### src/design/seue_pkg.sv
`timescale 1ns / 1ps
// ----------------------------------------------------------------------------
// seue_pkg
// Shared types and constants for the stereo envelope upward expander: frame
// structs, configuration bundle, sequencer states and register map.
// ----------------------------------------------------------------------------
package seue_pkg;

    // Sample format: signed, one integer bit, SAMPLE_W-1 fraction bits
    localparam int SAMPLE_W    = 24;
    localparam int ENV_EXTRA_DEF = 24;

    // Configuration field widths
    localparam int COEF_W  = 24;
    localparam int LEVEL_W = 24;
    localparam int SLOPE_W = 16;
    localparam int GAIN_W  = 15;

    // Unity gain in Q2.14
    localparam int UNITY_Q14 = 16384;

    // Frames waiting between the front and the back
    localparam int QUEUE_DEPTH = 2;

    // Register map, one 32-bit word per register
    localparam int CFG_ADDR_W = 5;
    localparam int CFG_DATA_W = 32;
    localparam logic [2:0] REG_ATTACK  = 3'd0;
    localparam logic [2:0] REG_RELEASE = 3'd1;
    localparam logic [2:0] REG_GATE    = 3'd2;
    localparam logic [2:0] REG_FLOOR   = 3'd3;
    localparam logic [2:0] REG_SLOPE   = 3'd4;
    localparam logic [2:0] REG_LIMIT   = 3'd5;

    // Register reset values
    localparam logic [COEF_W-1:0]  RST_ATTACK  = 24'd16777;
    localparam logic [COEF_W-1:0]  RST_RELEASE = 24'd1678;
    localparam logic [LEVEL_W-1:0] RST_GATE    = 24'd8389;
    localparam logic [LEVEL_W-1:0] RST_FLOOR   = 24'd838861;
    localparam logic [SLOPE_W-1:0] RST_SLOPE   = 16'd32768;
    localparam logic [GAIN_W-1:0]  RST_LIMIT   = 15'd20480;

    typedef struct packed {
        logic signed [SAMPLE_W-1:0] left_in;
        logic signed [SAMPLE_W-1:0] right_in;
    } t_frame_in;

    typedef struct packed {
        logic signed [SAMPLE_W-1:0] left_out;
        logic signed [SAMPLE_W-1:0] right_out;
    } t_frame_out;

    // Classified frame: sample and its magnitude per channel
    typedef struct packed {
        logic signed [SAMPLE_W-1:0] left_x;
        logic        [SAMPLE_W-1:0] left_mag;
        logic signed [SAMPLE_W-1:0] right_x;
        logic        [SAMPLE_W-1:0] right_mag;
    } t_work;

    typedef struct packed {
        logic [COEF_W-1:0]  attack_coef;
        logic [COEF_W-1:0]  release_coef;
        logic [LEVEL_W-1:0] gate_level;
        logic [LEVEL_W-1:0] envelope_floor;
        logic [SLOPE_W-1:0] gain_slope;
        logic [GAIN_W-1:0]  gain_limit;
    } t_cfg;

    // Back-end sequencer states
    typedef enum logic [10:0] {
        S_IDLE  = 11'b000_0000_0001,
        S_MHI   = 11'b000_0000_0010,
        S_MLO   = 11'b000_0000_0100,
        S_ADD   = 11'b000_0000_1000,
        S_ENV   = 11'b000_0001_0000,
        S_GATE  = 11'b000_0010_0000,
        S_DS    = 11'b000_0100_0000,
        S_SLOPE = 11'b000_1000_0000,
        S_GAIN  = 11'b001_0000_0000,
        S_SCALE = 11'b010_0000_0000,
        S_DONE  = 11'b100_0000_0000
    } t_bk_state;

    // Control from the sequencer to each channel lane
    typedef struct packed {
        logic      load;
        t_bk_state state;
    } t_lane_ctl;

endpackage

### src/design/seue_queue.sv
`timescale 1ns / 1ps
// ----------------------------------------------------------------------------
// seue_queue
// Short FIFO of classified frames between the front and the back.
// ----------------------------------------------------------------------------
module seue_queue (
    input  logic            i_clk,
    input  logic            i_rst_n,
    input  logic            i_push,
    input  seue_pkg::t_work i_data,
    output logic            o_full,
    input  logic            i_pop,
    output seue_pkg::t_work o_data,
    output logic            o_empty
);
    import seue_pkg::*;

    localparam int PTR_W = (QUEUE_DEPTH > 1) ? $clog2(QUEUE_DEPTH) : 1;
    localparam int CNT_W = $clog2(QUEUE_DEPTH + 1);

    t_work              r_mem [QUEUE_DEPTH];
    logic [PTR_W-1:0]   r_wr_ptr;
    logic [PTR_W-1:0]   r_rd_ptr;
    logic [CNT_W-1:0]   r_count;

    assign o_full  = (r_count == CNT_W'(QUEUE_DEPTH));
    assign o_empty = (r_count == '0);
    assign o_data  = r_mem[r_rd_ptr];

    // Store the pushed beat
    always_ff @(posedge i_clk) begin
        if (i_push) begin
            r_mem[r_wr_ptr] <= i_data;
        end
    end

    // Advance pointers and track fill
    always_ff @(posedge i_clk) begin
        if (!i_rst_n) begin
            r_wr_ptr <= '0;
            r_rd_ptr <= '0;
            r_count  <= '0;
        end else begin
            if (i_push) begin
                r_wr_ptr <= (r_wr_ptr == PTR_W'(QUEUE_DEPTH - 1)) ? '0 : r_wr_ptr + 1'b1;
            end
            if (i_pop) begin
                r_rd_ptr <= (r_rd_ptr == PTR_W'(QUEUE_DEPTH - 1)) ? '0 : r_rd_ptr + 1'b1;
            end
            if (i_push && !i_pop) begin
                r_count <= r_count + 1'b1;
            end else if (i_pop && !i_push) begin
                r_count <= r_count - 1'b1;
            end
        end
    end

    a_no_overflow: assert property (@(posedge i_clk) disable iff (!i_rst_n)
        i_push |-> !o_full || i_pop)
        else $error("queue pushed while full");

    a_no_underflow: assert property (@(posedge i_clk) disable iff (!i_rst_n)
        i_pop |-> !o_empty)
        else $error("queue popped while empty");

    a_count_bound: assert property (@(posedge i_clk) disable iff (!i_rst_n)
        r_count <= CNT_W'(QUEUE_DEPTH))
        else $error("queue fill count beyond depth");

endmodule

### config.mk
export PLATFORM = sky130hd
export DESIGN_NAME = seue_queue
export DESIGN_NICKNAME = d
export VERILOG_FILES = /design/src/design/seue_pkg.sv /design/src/design/seue_queue.sv
export SDC_FILE = /design/constraint.sdc
export NUM_CORES = 1
export LEC_CHECK = 0
export BUFFER_PORTS_ARGS = -buffer_cell sky130_fd_sc_hd__buf_2
export CAP_MARGIN = 10
export CORE_ASPECT_RATIO = 1.5
export CORE_UTILIZATION = 39
export CTS_CLUSTER_DIAMETER = 100
export CTS_CLUSTER_SIZE = 16
export DETAILED_ROUTE_END_ITERATION = 10
export PLACE_DENSITY = 0.63
export SYNTH_ARGS = -nofsm -noshare
export SYNTH_HDL_FRONTEND = slang
export SYNTH_SLANG_ARGS = --single-unit
### constraint.sdc
create_clock -name i_clk -period 16.3 [get_ports i_clk]
set_clock_uncertainty 0.15 [all_clocks]
set_input_delay 0.815 -clock i_clk [delete_from_list [all_inputs] [get_ports i_clk]]
set_output_delay 0.815 -clock i_clk [all_outputs]
set_load 0.01 [all_outputs]
==> flow_summary_export.csv <==
group,metric,value,unit
setup_path,cp_max_fo,51,
cts,clk_pin_slew_worst_paths,0.07,ns
cts,cts_setup_buffers,0,
placement,hpwl,8696,um
cts,cts-resized-gates,0,
global_routing,grt.total_usage,0.1380,
route,wl_per_cell,16.79,um
finish,fillers,1613,
cts,clock_latency,0.41,ns
die,dieArea,19400,sq um
flow_run,maxCapViolCount,0,
setup_path,path_class,"reg2out",
setup_path,crit_path_start_kind,"flip-flop",
global_routing,antenna_found_initial,0,
synthesis,ys_seq_area_frac,0.7986,
placement,placed_cell_area,8558,sq um
cts,cts_buffers,17,
finish,fin_nets,631,
synthesis,syn_inst,321,
setup_path,cp_top_family,"buffers and inverters",
die,initial_core_util,0.3976,
run_status,status,"complete, no violations",
power_and_ir_drop,p_leak,3.485,nW
power_and_ir_drop,p_total,0.001122,W
cts,tritoncts,"built",
route,firstDrtPassIters,4,
setup_path,cp.required,15.34,ns
setup_path,worst-path-buf-inv,2,
setup_path,cp.arrival,2.63,ns
cts,clock_path_buffers,2,
sta,worst_pin_slew,0.8321,ns
finish,seqCellArea,5869,sq um
die,rows,61,
cts,htreeDepth,4,
die,die_w,114.1,um
finish,multi_input_area,1354,sq um
sta,relSlewSlack,0.4453,
sta,maxSlewViolCount,0,
setup_path,r2r-start,"r_wr_ptr",
cts,postCtsHoldBufs,0,
min_path,hold_path_depth,2,
synthesis,syn_nets,422,
placement,gp_congestion,0.7051,
synthesis,synth_area,7345,sq um
setup_path,ff2ff_path_depth,2,
finish,fin_area,9141,sq um
setup_path,path_depth,3,
synthesis,syn_avg_cell_area,22.88,sq um
die,fp.dieH,170.1,um
sta,fin_setup_tns,0,ns
setup_path,reg2reg_to,"r_mem[1][63]",
min_path,min_path_type,"reg2reg",
die,pin_count,198,
global_routing,grt_start_max_net_pins,55,
synthesis,yosys_warnings,0,
global_routing,grt.overflow.total,0,
setup_path,cp_slowest_cell,"dfxtp_4",
cts,clock-sinks,197,
setup_path,path_cells,"buf_4 -> mux2_2 -> buf_2",
sta,finalCriticalPeriod,3.590,ns
synthesis,synth_seq_cells,197,
route,drt_iter0_markers,115,
setup_path,end_kind,"output port",
sta,rsz0062_at_grt,"no",
power_and_ir_drop,vdd_drop_max,0.00006714,V
power_and_ir_drop,p_per_area,122.7,nW/um^2
sta,fmax,278.5,MHz
route,num_vias,3633,
finish,area_delta_synth_final,24.46,%
global_routing,grt_pass1_wl,19550,um
sta,setup_viol,0,
finish,diodes,0,
setup_path,crit_end,"o_data[93]",
sta,finalCritPeriodShare,0.2203,
sta,hold_slack,0.3592,ns
route,drtAntennaViolNets,0,
placement,port_buffers,197,
global_routing,grt_pass1_vias,3929,
setup_path,r2r_setup_slack,14.06,ns
sta,hold_violations,0,
route,drc,0,
route,via_per_inst,4.570,
die,coreArea,18470,sq um
synthesis,ys_types,19,
finish,drive_gt1_frac,0.6041,
cts,ctsRootBufferMaster,"clkbuf_16",
setup_path,cp_slowest_stage_delay,0.80,ns
route,wirelength,13350,um
## layout make-up
cell class | instances | area share
inverters | 1 | 0.0004106
clock inverters | 12 | 0.01601
well taps | 252 | 0.03449
flip-flops and latches | 197 | 0.6421
repair buffers | 201 | 0.1111
multi-input cells | 112 | 0.1481
clock buffers | 20 | 0.04777
## stage by stage
stage                 util  setup slack, ns  instances
CTS                 0.4949            12.67        795
finish              0.4949            12.71        795
detailed placement  0.4634            13.12        763
floorplan                -            10.56        321
global placement    0.4634            13.19        763
global route        0.4949            12.55        795
## synth_stat cells
library cell | count | area share
buf_8 | 1 | 0.0020
and2_1 | 4 | 0.0034
buf_2 | 5 | 0.0034
or3_1 | 1 | 0.00085
o21ai_0 | 1 | 0.00068
mux2_4 | 40 | 0.082
edfxtp_1 | 192 | 0.79
buf_6 | 1 | 0.0015
o21a_1 | 1 | 0.0010
a21boi_1 | 1 | 0.0010
inv_1 | 1 | 0.00051
xnor2_1 | 1 | 0.0012
xor2_1 | 2 | 0.0024
dfxtp_1 | 5 | 0.014
nor2b_1 | 3 | 0.0026
ha_1 | 1 | 0.0017
nor2_1 | 1 | 0.00051
mux2_2 | 56 | 0.086
buf_12 | 4 | 0.011
## cells in the final DEF (no fill, tap or decap), drive strengths merged, types with 2 or more instances in the layout
master    instances
buf             201
inv               5
xor2              2
clkinv            3
clkbuf           20
nor2b             3
bufinv            2
clkinvlp          3
mux2             96
edfxtp          192
and2              4
dfxtp             5
## layer usage
| metal | vias up | wire length [um] | GRT usage |
|---|---|---|---|
| met5 | - | 0 | 0 |
| met4 | 0 | 204 | 0.05025 |
| met3 | 13 | 718 | 0.04309 |
| met2 | 109 | 7597 | 0.2643 |
| met1 | 1830 | 4829 | 0.1367 |
| li1 | 1681 | - | - |
## power by group
part           internal [W]  switching, W
registers          0.000585     0.0000117
clock network      0.000230      0.000181
logic             0.0000589     0.0000549
total              0.000874      0.000248
## worst register-to-register path: cells and delay by family, from the launching register on
kind	cells	cell delay, ns
flip-flops	1	0.39
buffers and inverters	1	0.73
AND/OR/NAND/NOR	1	0.55
## cells by family (layout without fill, tap and decap cells)
logic type / count (synthesis) / after routing / share of synthesized area
adders and majority gates: 1 / 1 / 0.001703
and+or+nand+nor: 9 / 9 / 0.007325
AOI/OAI and AO/OA: 3 / 3 / 0.002726
muxes: 96 / 96 / 0.1676
xor gates and xnor gates: 3 / 3 / 0.003578
buffers and inverters: 12 / 234 / 0.01840
DFF: 197 / 197 / 0.7986
## how the worst min path moves through the flow
stage | endpoint | start | slack, ns
2_1_floorplan | r_count[1] | r_count[1] | 0.32
3_3_place_gp | r_count[1] | r_count[1] | 0.33
3_5_place_dp | r_count[1] | r_count[1] | 0.35
4_1_cts | r_count[1] | r_count[1] | 0.36
5_1_grt | r_count[1] | r_count[1] | 0.38
6_report | r_count[1] | r_count[1] | 0.36
## state kept, by name, summed over array words and instances (netlist names), named ones only
signal and cells:
r_count 2, r_mem 192, r_rd_ptr 1, r_wr_ptr 1
No activity file was read; power rests on OpenSTA's default activity.
