## src/design/seue_pkg.sv

```systemverilog
`timescale 1ns / 1ps
// ----------------------------------------------------------------------------
// seue_pkg
// Shared types and constants for the stereo envelope upward expander: frame
// structs, configuration bundle, sequencer states and register map.
// ----------------------------------------------------------------------------
package seue_pkg;

    // Sample format: signed, one integer bit, SAMPLE_W-1 fraction bits
    localparam int SAMPLE_W    = 24;
    localparam int ENV_EXTRA_DEF = 24;

    // Configuration field widths
    localparam int COEF_W  = 24;
    localparam int LEVEL_W = 24;
    localparam int SLOPE_W = 16;
    localparam int GAIN_W  = 15;

    // Unity gain in Q2.14
    localparam int UNITY_Q14 = 16384;

    // Frames waiting between the front and the back
    localparam int QUEUE_DEPTH = 2;

    // Register map, one 32-bit word per register
    localparam int CFG_ADDR_W = 5;
    localparam int CFG_DATA_W = 32;
    localparam logic [2:0] REG_ATTACK  = 3'd0;
    localparam logic [2:0] REG_RELEASE = 3'd1;
    localparam logic [2:0] REG_GATE    = 3'd2;
    localparam logic [2:0] REG_FLOOR   = 3'd3;
    localparam logic [2:0] REG_SLOPE   = 3'd4;
    localparam logic [2:0] REG_LIMIT   = 3'd5;

    // Register reset values
    localparam logic [COEF_W-1:0]  RST_ATTACK  = 24'd16777;
    localparam logic [COEF_W-1:0]  RST_RELEASE = 24'd1678;
    localparam logic [LEVEL_W-1:0] RST_GATE    = 24'd8389;
    localparam logic [LEVEL_W-1:0] RST_FLOOR   = 24'd838861;
    localparam logic [SLOPE_W-1:0] RST_SLOPE   = 16'd32768;
    localparam logic [GAIN_W-1:0]  RST_LIMIT   = 15'd20480;

    typedef struct packed {
        logic signed [SAMPLE_W-1:0] left_in;
        logic signed [SAMPLE_W-1:0] right_in;
    } t_frame_in;

    typedef struct packed {
        logic signed [SAMPLE_W-1:0] left_out;
        logic signed [SAMPLE_W-1:0] right_out;
    } t_frame_out;

    // Classified frame: sample and its magnitude per channel
    typedef struct packed {
        logic signed [SAMPLE_W-1:0] left_x;
        logic        [SAMPLE_W-1:0] left_mag;
        logic signed [SAMPLE_W-1:0] right_x;
        logic        [SAMPLE_W-1:0] right_mag;
    } t_work;

    typedef struct packed {
        logic [COEF_W-1:0]  attack_coef;
        logic [COEF_W-1:0]  release_coef;
        logic [LEVEL_W-1:0] gate_level;
        logic [LEVEL_W-1:0] envelope_floor;
        logic [SLOPE_W-1:0] gain_slope;
        logic [GAIN_W-1:0]  gain_limit;
    } t_cfg;

    // Back-end sequencer states
    typedef enum logic [10:0] {
        S_IDLE  = 11'b000_0000_0001,
        S_MHI   = 11'b000_0000_0010,
        S_MLO   = 11'b000_0000_0100,
        S_ADD   = 11'b000_0000_1000,
        S_ENV   = 11'b000_0001_0000,
        S_GATE  = 11'b000_0010_0000,
        S_DS    = 11'b000_0100_0000,
        S_SLOPE = 11'b000_1000_0000,
        S_GAIN  = 11'b001_0000_0000,
        S_SCALE = 11'b010_0000_0000,
        S_DONE  = 11'b100_0000_0000
    } t_bk_state;

    // Control from the sequencer to each channel lane
    typedef struct packed {
        logic      load;
        t_bk_state state;
    } t_lane_ctl;

endpackage

```

## src/design/seue_front.sv

```systemverilog
`timescale 1ns / 1ps
// ----------------------------------------------------------------------------
// seue_front
// Input side: accepts stereo frames while the queue has room and tags each
// sample with its magnitude.
// ----------------------------------------------------------------------------
module seue_front (
    input  logic               i_in_valid,
    input  seue_pkg::t_frame_in i_in_data,
    output logic               o_in_stall,
    input  logic               i_full,
    output logic               o_push,
    output seue_pkg::t_work    o_entry
);
    import seue_pkg::*;

    // Magnitude of a two's complement sample; the most negative value maps
    // onto its exact unsigned magnitude
    function automatic logic [SAMPLE_W-1:0] mag_of(input logic signed [SAMPLE_W-1:0] x);
        logic [SAMPLE_W-1:0] m;
        m = x[SAMPLE_W-1] ? (~x + 1'b1) : x;
        return m;
    endfunction

    // Stall only on a full queue
    assign o_in_stall = i_full;
    assign o_push     = i_in_valid && !i_full;

    // Classify the beat
    always_comb begin
        o_entry.left_x    = i_in_data.left_in;
        o_entry.left_mag  = mag_of(i_in_data.left_in);
        o_entry.right_x   = i_in_data.right_in;
        o_entry.right_mag = mag_of(i_in_data.right_in);
    end

endmodule

```

## config.mk

```make
export PLATFORM = sky130hd
export DESIGN_NAME = seue_front
export DESIGN_NICKNAME = d
export VERILOG_FILES = /design/src/design/seue_pkg.sv /design/src/design/seue_front.sv
export SDC_FILE = /design/constraint.sdc
export NUM_CORES = 1
export LEC_CHECK = 0
export BUFFER_PORTS_ARGS = -buffer_cell sky130_fd_sc_hd__buf_2
export CAP_MARGIN = 40
export CORE_UTILIZATION = 39
export DETAILED_ROUTE_END_ITERATION = 6
export PLACE_DENSITY_LB_ADDON = 0.25
export SYNTH_ARGS = -nofsm -noshare
export SYNTH_HDL_FRONTEND = slang
export SYNTH_SLANG_ARGS = --single-unit
```

## constraint.sdc

```tcl
create_clock -name vclk -period 3.7
set_input_delay 0.185 -clock vclk [all_inputs]
set_output_delay 0.185 -clock vclk [all_outputs]
set_load 0.05 [all_outputs]
```

==> flow_summary_export.csv, run 1 <==
group,metric,value,unit
setup_path,end_kind,"primary output",
timing,slew_viol_final,0,
synth,syn_nets,239,
die,die_h,60.62,um
timing,rsz0062_at_grt,"no",
routing,drtIter0Drc,85,
synth,ys_warn_count,0,
setup_path,crit_arrival,1950,ps
setup_path,cp_max_fo,6,
routing,ant_nets,0,
timing,finalCriticalPeriod,2138,ps
setup_path,max_stage_delay,380,ps
layout,nets,334,
timing,period_share,57.79,%
placed_design,dpl.hpwl,3039,um
synth,avgSynthCellArea,7.166,um2
setup_path,cp_cell_sequence,"buf_2 -> inv_1 -> ha_1 -> nor3b_1 -> nand4_1 -> o41ai_1 -> xnor2_1 -> buf_2",
timing,worst_pin_slew,445.6,ps
routing,wl_per_cell,10.74,um
synth,syn_inst,187,
global_route,grt_pass1_vias,1171,
placed_design,dp.cells,324,
timing,hold_ws,671.5,ps
power,finalPower,0.5018,mW
setup_path,criticalPathCategory,"in2out",
routing,dr.pass1.iters,4,
placed_design,placed_cell_area,0.001738,mm2
global_route,grt_max_degree,26,
power,seq_power_share,0,%
layout,syn_to_final_growth,29.69,%
timing,fmaxAchievable,467.7,MHz
layout,final_common_cell,"buf_2",
clock_tree,cts_setup_buffers,0,
layout,drive_gt1_share,55.36,%
layout,fillCellCount,344,
timing,fin_ws,1562,ps
routing,drt-total-wl,3480,um
power,switchingPower,0.3857,mW
layout,fin_util,55.12,%
die,die-area,0.003674,mm2
timing,slew-limit-headroom,70.02,%
clock_tree,cts-resized-gates,0,
clock_tree,cts_hold_buf,0,
layout,final.clkbuf_count,0,
setup_path,cp.buffers_inverters,3,
die,io_pins,148,
layout,seq_cell_count,0,
synth,synth.distinct_cells,29,
timing,finalSetupTns,0,ps
power,switching_share,76.86,%
routing,viasPerCell,4.821,
timing,setup_viol,0,
timing,hold_violations,0,
die,start_util,42.50,%
global_route,grt_use_total,16.80,%
die,die_x,60.62,um
power,cellPowerDensity,288.7,mW/mm2
routing,vias,1562,
placed_design,routabilityCongestion,0.7740,
placed_design,place_ws,1548,ps
routing,drc,0,
status,status,"completed",
die,core,0.003153,mm2
min_path,min_path_type,"in2out",
power,pwr-share-comb,100.0,%
global_route,grt_first_pass_wirelength,5016,um
global_route,grt_overflow,0,
placed_design,portBuffers,148,
layout,stdcell_count,324,
die,rows,20,
power,p_int,0.1161,mW
power,cellLeakagePower,0.8412,nW
setup_path,worst_path_max_delay_cell,"nor3b_1",
power,clkPwrFrac,0,%
setup_path,cp.depth,8,
synth,netlist_area,0.001340,mm2
layout,num_antenna_cells,0,
layout,final_cell_mix,"buf_2 (148), xnor2_1 (40), o31ai_1 (16)",
setup_path,critPathTopFamily,"simple AND/OR/NAND/NOR gates",
setup_path,cp.required,3510,ps
setup_path,cp_common_cell,"buf_2",
min_path,hold_depth,2,
global_route,grt_antenna_before_repair,0,
setup_path,start_kind,"input pin",
power,vdd.ir_drop.worst,0.0001532,V
layout,design_area,0.001738,mm2
layout,seq_area,0,um2
job,maxCapViolCount,0,
synth,yosysSeqAreaShare,0,%
-- power by group through the flow --
stage / Sequential [mW] / Combinational (mW) / Clock [mW]
5_1_grt: 0 / 0.527 / 0
2_1_floorplan: 0 / 0.411 / 0
3_3_place_gp: 0 / 0.503 / 0
4_1_cts: 0 / 0.505 / 0
6_report: 0 / 0.502 / 0
3_5_place_dp: 0 / 0.504 / 0
-- cell type report --
type	count	area, um2	share of cell area, %
multi-input combinational	127	923.4	53.13
timing repair buffer	148	740.7	42.62
tap	44	55.05	3.168
inverter	5	18.77	1.080
-- routing by layer --
metal  routed length, um  vias up  global-route usage (%)
li1                    -      799                       -
met1                1449      675                   20.66
met2                1735       88                   33.59
met3                 296        0                   1.066
met4                   0        0                       0
met5                   0        -                       0
-- cells by family after synthesis --
group,synth area share [%]
AO/OA/AOI/OAI,18.86
XOR/XNOR,27.45
adder cells (fa/ha/maj),1.867
buffers and inverters,31.09
AND/OR/NAND/NOR,20.73
-- worst paths after layout --
kind | end | startpoint
setup / recovery | o_entry[66] | i_in_data[24]
hold / removal | o_in_stall | i_full
-- cell usage after synthesis, drive strengths merged --
library cell	instances	area, um2
buf	51	382.9
xnor2	40	350.3
o31ai	16	120.1
nand2	15	56.30
o21ai	11	58.81
o41ai	7	68.82
inv	5	18.77
nor2	5	18.77
nor4	5	37.53
or4	5	41.29
clkbuf	4	15.01
nor3	4	20.02
nand4	3	18.77
or3	3	28.78
ha	2	25.02
nand2b	2	12.51
xor2	2	17.52
a21oi	1	5.000
nand3	1	5.000
nor2b	1	6.260
nor3b	1	7.510
nor4b	1	8.760
nor4bb	1	10.01
or2	1	6.260
Note: power is estimated with default switching activity, not from simulation.
==> inputs of run 2 (changes only) <==
--- a/config.mk
+++ b/config.mk
@@ -5,9 +5,10 @@
 export SDC_FILE = /design/constraint.sdc
 export NUM_CORES = 1
 export LEC_CHECK = 0
+export ABC_AREA = 1
 export BUFFER_PORTS_ARGS = -buffer_cell sky130_fd_sc_hd__buf_2
 export CAP_MARGIN = 40
-export CORE_UTILIZATION = 39
+export CORE_UTILIZATION = 37
 export DETAILED_ROUTE_END_ITERATION = 6
 export PLACE_DENSITY_LB_ADDON = 0.25
 export SYNTH_ARGS = -nofsm -noshare
==> constraint.sdc (replaced) <==
create_clock -name vclk -period 1.7
set_input_delay 0.085 -clock vclk [all_inputs]
set_output_delay 0.085 -clock vclk [all_outputs]
set_load 0.05 [all_outputs]
==> run 2 against run 1 <==
- cell count is 46% higher
- final area rose by 22%
- die area grew 34%
- synthesized cell count up 75%
- critical endpoint is now o_entry[12]
- clock-buffer cell count stayed put
- largest cell class unchanged
- worst setup slack worse by 1200 ps
- synthesized area rose by 28%
- flip-flop and latch count did not move
- critical path depth unchanged
- routed wire length is 33% higher
- via count grew 39%
==> flow_summary_export.csv, run 2 <==
group,metric,value,unit
status,status,"completed",
synth,yosysSeqAreaShare,0,%
layout,nets,475,
setup_path,max_stage_delay,270,ps
timing,fin_ws,335.6,ps
setup_path,cp_max_fo,6,
timing,finalCriticalPeriod,1364,ps
routing,dr.pass1.iters,4,
job,maxCapViolCount,0,
routing,drtIter0Drc,69,
timing,finalSetupTns,0,ps
timing,period_share,80.26,%
global_route,grt_use_total,18.16,%
routing,wl_per_cell,9.812,um
setup_path,cp_common_cell,"buf_2",
synth,synth_common_cells,"nand2_1 (97), buf_4 (53), nor2_1 (52)",
routing,vias,2174,
synth,syn_inst,327,
synth,syn_nets,379,
routing,ant_nets,0,
placed_design,portBuffers,148,
synth,yosysTopAreaCell,"buf_4",
layout,drive_gt1_share,38.95,%
routing,drc,0,
timing,setup_viol,0,
global_route,grt_overflow,0,
global_route,grt_antenna_before_repair,0,
layout,syn_to_final_growth,23.35,%
die,io_pins,148,
die,die_h,70.19,um
die,start_util,38.97,%
layout,seq_area,0,um2
setup_path,end_kind,"primary output",
die,rows,24,
timing,slew_viol_final,0,
synth,ys_warn_count,0,
setup_path,cp.required,1620,ps
layout,final.clkbuf_count,0,
synth,synth.most_common_cell,"nand2_1",
power,vdd.ir_drop.worst,0.0003114,V
synth,synth_top_cells_by_area,"buf_4 (23%), nand2_1 (21%), nor2_1 (11%)",
setup_path,criticalPathCategory,"in2out",
timing,slew-limit-headroom,73.62,%
setup_path,worst_path_max_delay_cell,"buf_2",
power,cellLeakagePower,1.251,nW
synth,avgSynthCellArea,5.261,um2
setup_path,start_kind,"input pin",
global_route,grt_first_pass_wirelength,7762,um
min_path,min_path_type,"in2out",
die,die_x,70.19,um
global_route,grt_max_degree,24,
synth,yosysTopAreaCellShare,23.13,%
routing,drt-total-wl,4641,um
die,die-area,0.004927,mm2
die,core,0.004414,mm2
layout,final_cell_mix,"buf_2 (148), nand2_1 (97), nor2_1 (52)",
layout,seq_cell_count,0,
setup_path,crit_arrival,1280,ps
layout,num_antenna_cells,0,
placed_design,routabilityCongestion,0.8091,
placed_design,place_ws,329.0,ps
clock_tree,cts_hold_buf,0,
placed_design,dpl.hpwl,4025,um
synth,synth.distinct_cells,20,
timing,worst_pin_slew,391.6,ps
setup_path,cp_cell_sequence,"buf_2 -> inv_1 -> ha_1 -> nand2_2 -> o21ai_2 -> nand2_1 -> xor2_1 -> buf_2",
timing,rsz0062_at_grt,"no",
timing,hold_violations,0,
clock_tree,cts_setup_buffers,0,
power,cellPowerDensity,532.9,mW/mm2
clock_tree,cts-resized-gates,0,
global_route,grt_pass1_vias,1856,
layout,final_common_cell,"buf_2",
timing,fmaxAchievable,732.9,MHz
routing,viasPerCell,4.596,
synth,netlist_area,0.001720,mm2
[run 2: cell count changes in the layout (fill, tap and decap cells not counted), sizes merged, moves of 5 or more]
| cell | previous run | this run |
|---|---|---|
| nand2 | 15 | 102 |
| nand4 | 3 | 9 |
| o21ai | 11 | 20 |
| xor2 | 2 | 11 |
| nand3 | 1 | 21 |
| o41ai | 7 | 0 |
| inv | 5 | 29 |
| o31ai | 16 | 0 |
| nor2 | 5 | 57 |
| or4 | 5 | 0 |
| nor4 | 5 | 0 |
| xnor2 | 40 | 15 |
[run 2: final cells by class]
class | instances | area [um2]
fill | 504 | 2292
multi-input combinational | 242 | 1192
timing repair buffer | 150 | 755.7
inverter | 29 | 108.9
tap | 52 | 65.06
[run 2: logic make-up (layout without fill, tap and decap cells)]
group,count (synthesis),after routing,synth area share [%]
compound gates,21,21,6.764
simple gates,193,193,47.85
xor+xnor,26,26,13.24
fa+ha+maj,2,2,1.454
buf+inv,85,179,30.69
[run 2: final timing paths]
kind	startpoint	slack, ps	end	depth (start not counted)
setup / recovery	i_in_data[1]	340	o_entry[12]	8
hold / removal	i_in_data[25]	470	o_entry[73]	2
[run 2: report_power, final]
part	switching, mW	total, mW	internal, mW
Sequential	0	0	0
Clock	0	0	0
Combinational	0.876	1.13	0.255
[run 2: metrics by stage]
step	hold slack, ps	cell area (um2)	utilization, %	power [mW]	std cells
floorplan	337.1	1720	-	0.9321	327
global placement	470.7	2122	48.07	1.133	473
detailed placement	471.3	2122	48.07	1.135	473
CTS	471.5	2122	48.07	1.138	473
global route	474.0	2122	48.07	1.198	473
finish	470.5	2122	48.07	1.131	473
[run 2: worst max-delay path: cells and delay by family]
| family | cells | cell delay (ps) |
|---|---|---|
| XOR/XNOR | 1 | 120 |
| AND/OR/NAND/NOR | 2 | 180 |
| AO/OA/AOI/OAI | 1 | 250 |
| adder cells (fa/ha/maj) | 1 | 180 |
| buffers and inverters | 3 | 450 |
[run 2: metal layers]
metal / part of all wire, % / track usage [%]
met5: 0 / 0
met3: 6.4 / 1.010
met1: 43 / 21.79
met4: 0 / 0.4444
met2: 51 / 36.65
==> inputs of run 3 (changes only) <==
==> constraint.sdc (replaced) <==
create_clock -name vclk -period 1.2
set_input_delay 0.06 -clock vclk [all_inputs]
set_output_delay 0.06 -clock vclk [all_outputs]
set_load 0.05 [all_outputs]
==> run 3 against run 2 <==
- cell count up 7.8%
- critical path depth up 2
- non-clock buffer count up 36
- final area up 44%
- worst setup slack worse by 310 ps
- clock-buffer cell count unchanged
- combinational power up 77%
- via count up 10%
- first-iteration DRC count up 16%
- sequential share of layout area unchanged
==> flow_summary_export.csv, run 3 (synthesized netlist as in run 2, its figures left out) <==
group,metric,value,unit
status,status,"completed",
die,io_pins,148,
power,vdd.ir_drop.worst,0.0004294,V
placed_design,routabilityCongestion,0.8438,
layout,fillCellCount,387,
timing,finalSetupTns,0,ps
power,clkPwrFrac,0,%
routing,ant_nets,0,
global_route,grt_pass1_vias,2097,
setup_path,cp_max_fo,4,
layout,final_cell_mix,"buf_2 (105), nand2_1 (85), buf_4 (50)",
routing,viasPerCell,4.700,
setup_path,crit_arrival,1120,ps
power,p_int,0.6260,mW
routing,drc,0,
timing,period_share,97.97,%
global_route,grt_overflow,0,
global_route,grt_max_degree,16,
job,maxCapViolCount,0,
power,switchingPower,1.376,mW
die,die-area,0.004927,mm2
layout,stdcell_count,510,
routing,drtIter0Drc,80,
routing,dr.pass1.iters,4,
setup_path,end_kind,"primary output",
power,pwr-share-comb,100.0,%
timing,hold_violations,0,
die,core,0.004414,mm2
layout,seq_area,0,um2
die,start_util,38.97,%
global_route,grt_use_total,20.36,%
min_path,min_path_type,"in2out",
die,rows,24,
clock_tree,cts_hold_buf,0,
die,die_x,70.19,um
placed_design,dpl.hpwl,4442,um
layout,nets,512,
setup_path,start_kind,"input pin",
timing,slew-limit-headroom,67.03,%
placed_design,portBuffers,148,
timing,finalCriticalPeriod,1176,ps
die,die_h,70.19,um
timing,setup_viol,0,
layout,num_antenna_cells,0,
power,cellLeakagePower,1.622,nW
layout,seq_cell_count,0,
power,seq_power_share,0,%
layout,drive_gt1_share,60.48,%
layout,final_common_cell,"buf_2",
timing,rsz0062_at_grt,"yes",
timing,worst_pin_slew,489.4,ps
placed_design,dp.cells,507,
routing,drt-total-wl,5637,um
power,cellPowerDensity,656.7,mW/mm2
setup_path,cp.required,1140,ps
layout,syn_to_final_growth,77.24,%
setup_path,criticalPathCategory,"in2out",
power,switching_share,68.74,%
global_route,grt_antenna_before_repair,0,
global_route,grt_first_pass_wirelength,8597,um
timing,fmaxAchievable,850.6,MHz
routing,vias,2397,
layout,final.clkbuf_count,0,
routing,wl_per_cell,11.05,um
timing,slew_viol_final,0,
-- run 3: cell count changes in the layout (fill, tap and decap cells not counted), moves of 8 or more --
cell / previous run / this run
buf_2: 148 / 105
buf_4: 2 / 50
buf_6: 0 / 18
clkbuf_4: 0 / 9
nand2_1: 97 / 85
nand2_2: 5 / 14
nor2_1: 52 / 29
nor2_2: 3 / 18
nor2_4: 2 / 10
xnor2_1: 15 / 1
xnor2_2: 0 / 14
xor2_1: 11 / 1
xor2_2: 0 / 8
-- run 3: power by group through the flow --
stage               clock network (mW)  registers (mW)  logic [mW]
floorplan                            0               0        1.39
finish                               0               0        2.00
CTS                                  0               0        1.87
global placement                     0               0        1.77
detailed placement                   0               0        1.78
global route                         0               0        2.10
-- run 3: routing by layer --
metal	up-vias	global-route usage, %	part of all wire, %
met1	1070	22.36	38
met3	8	0.7215	5.0
met4	0	2.222	1.7
li1	1229	-	-
met2	90	43.16	56
met5	-	0	0
-- run 3: final timing paths --
path | cells after the start | slack (ps) | to | from
setup / recovery | 10 | 20 | o_entry[20] | i_in_data[0]
hold / removal | 2 | 420 | o_in_stall | i_full
-- run 3: worst max-delay path: stages --
cell and delay [ps]:
buf_8 110, inv_4 50, ha_4 140, nand2_4 70, o21ai_4 200, buf_6 140
nand3_2 60, nand2_1 70, nand2_1 60, buf_6 150
-- run 3: repair_timing --
| action | in CTS | in global routing |
|---|---|---|
| pin swaps | 9 | 26 |
| setup endpoints to repair | 28 | 37 |
| gates cloned | 1 | 0 |
| resized for setup | 49 | 93 |
| buffers inserted | 1 | 1 |
-- run 3: cell type report --
type / count / area, um2 / share of cell area, %
multi-input combinational: 243 / 1629 / 53.43
inverter: 29 / 123.9 / 4.062
timing repair buffer: 186 / 1231 / 40.38
tap: 52 / 65.06 / 2.134
-- run 3: stage by stage --
step                setup WS, ps  hold WS, ps  power, mW  util [%]  cell area (um2)
floorplan                 -23.04        245.0      1.385         -             1928
global placement          -106.8        420.8      1.767     58.56             2585
detailed placement        -123.5        422.1      1.780     58.56             2585
CTS                       -12.96        411.2      1.873     62.02             2738
global route              -61.75        426.9      2.102     69.08             3049
finish                     24.37        424.1      2.002     69.08             3049
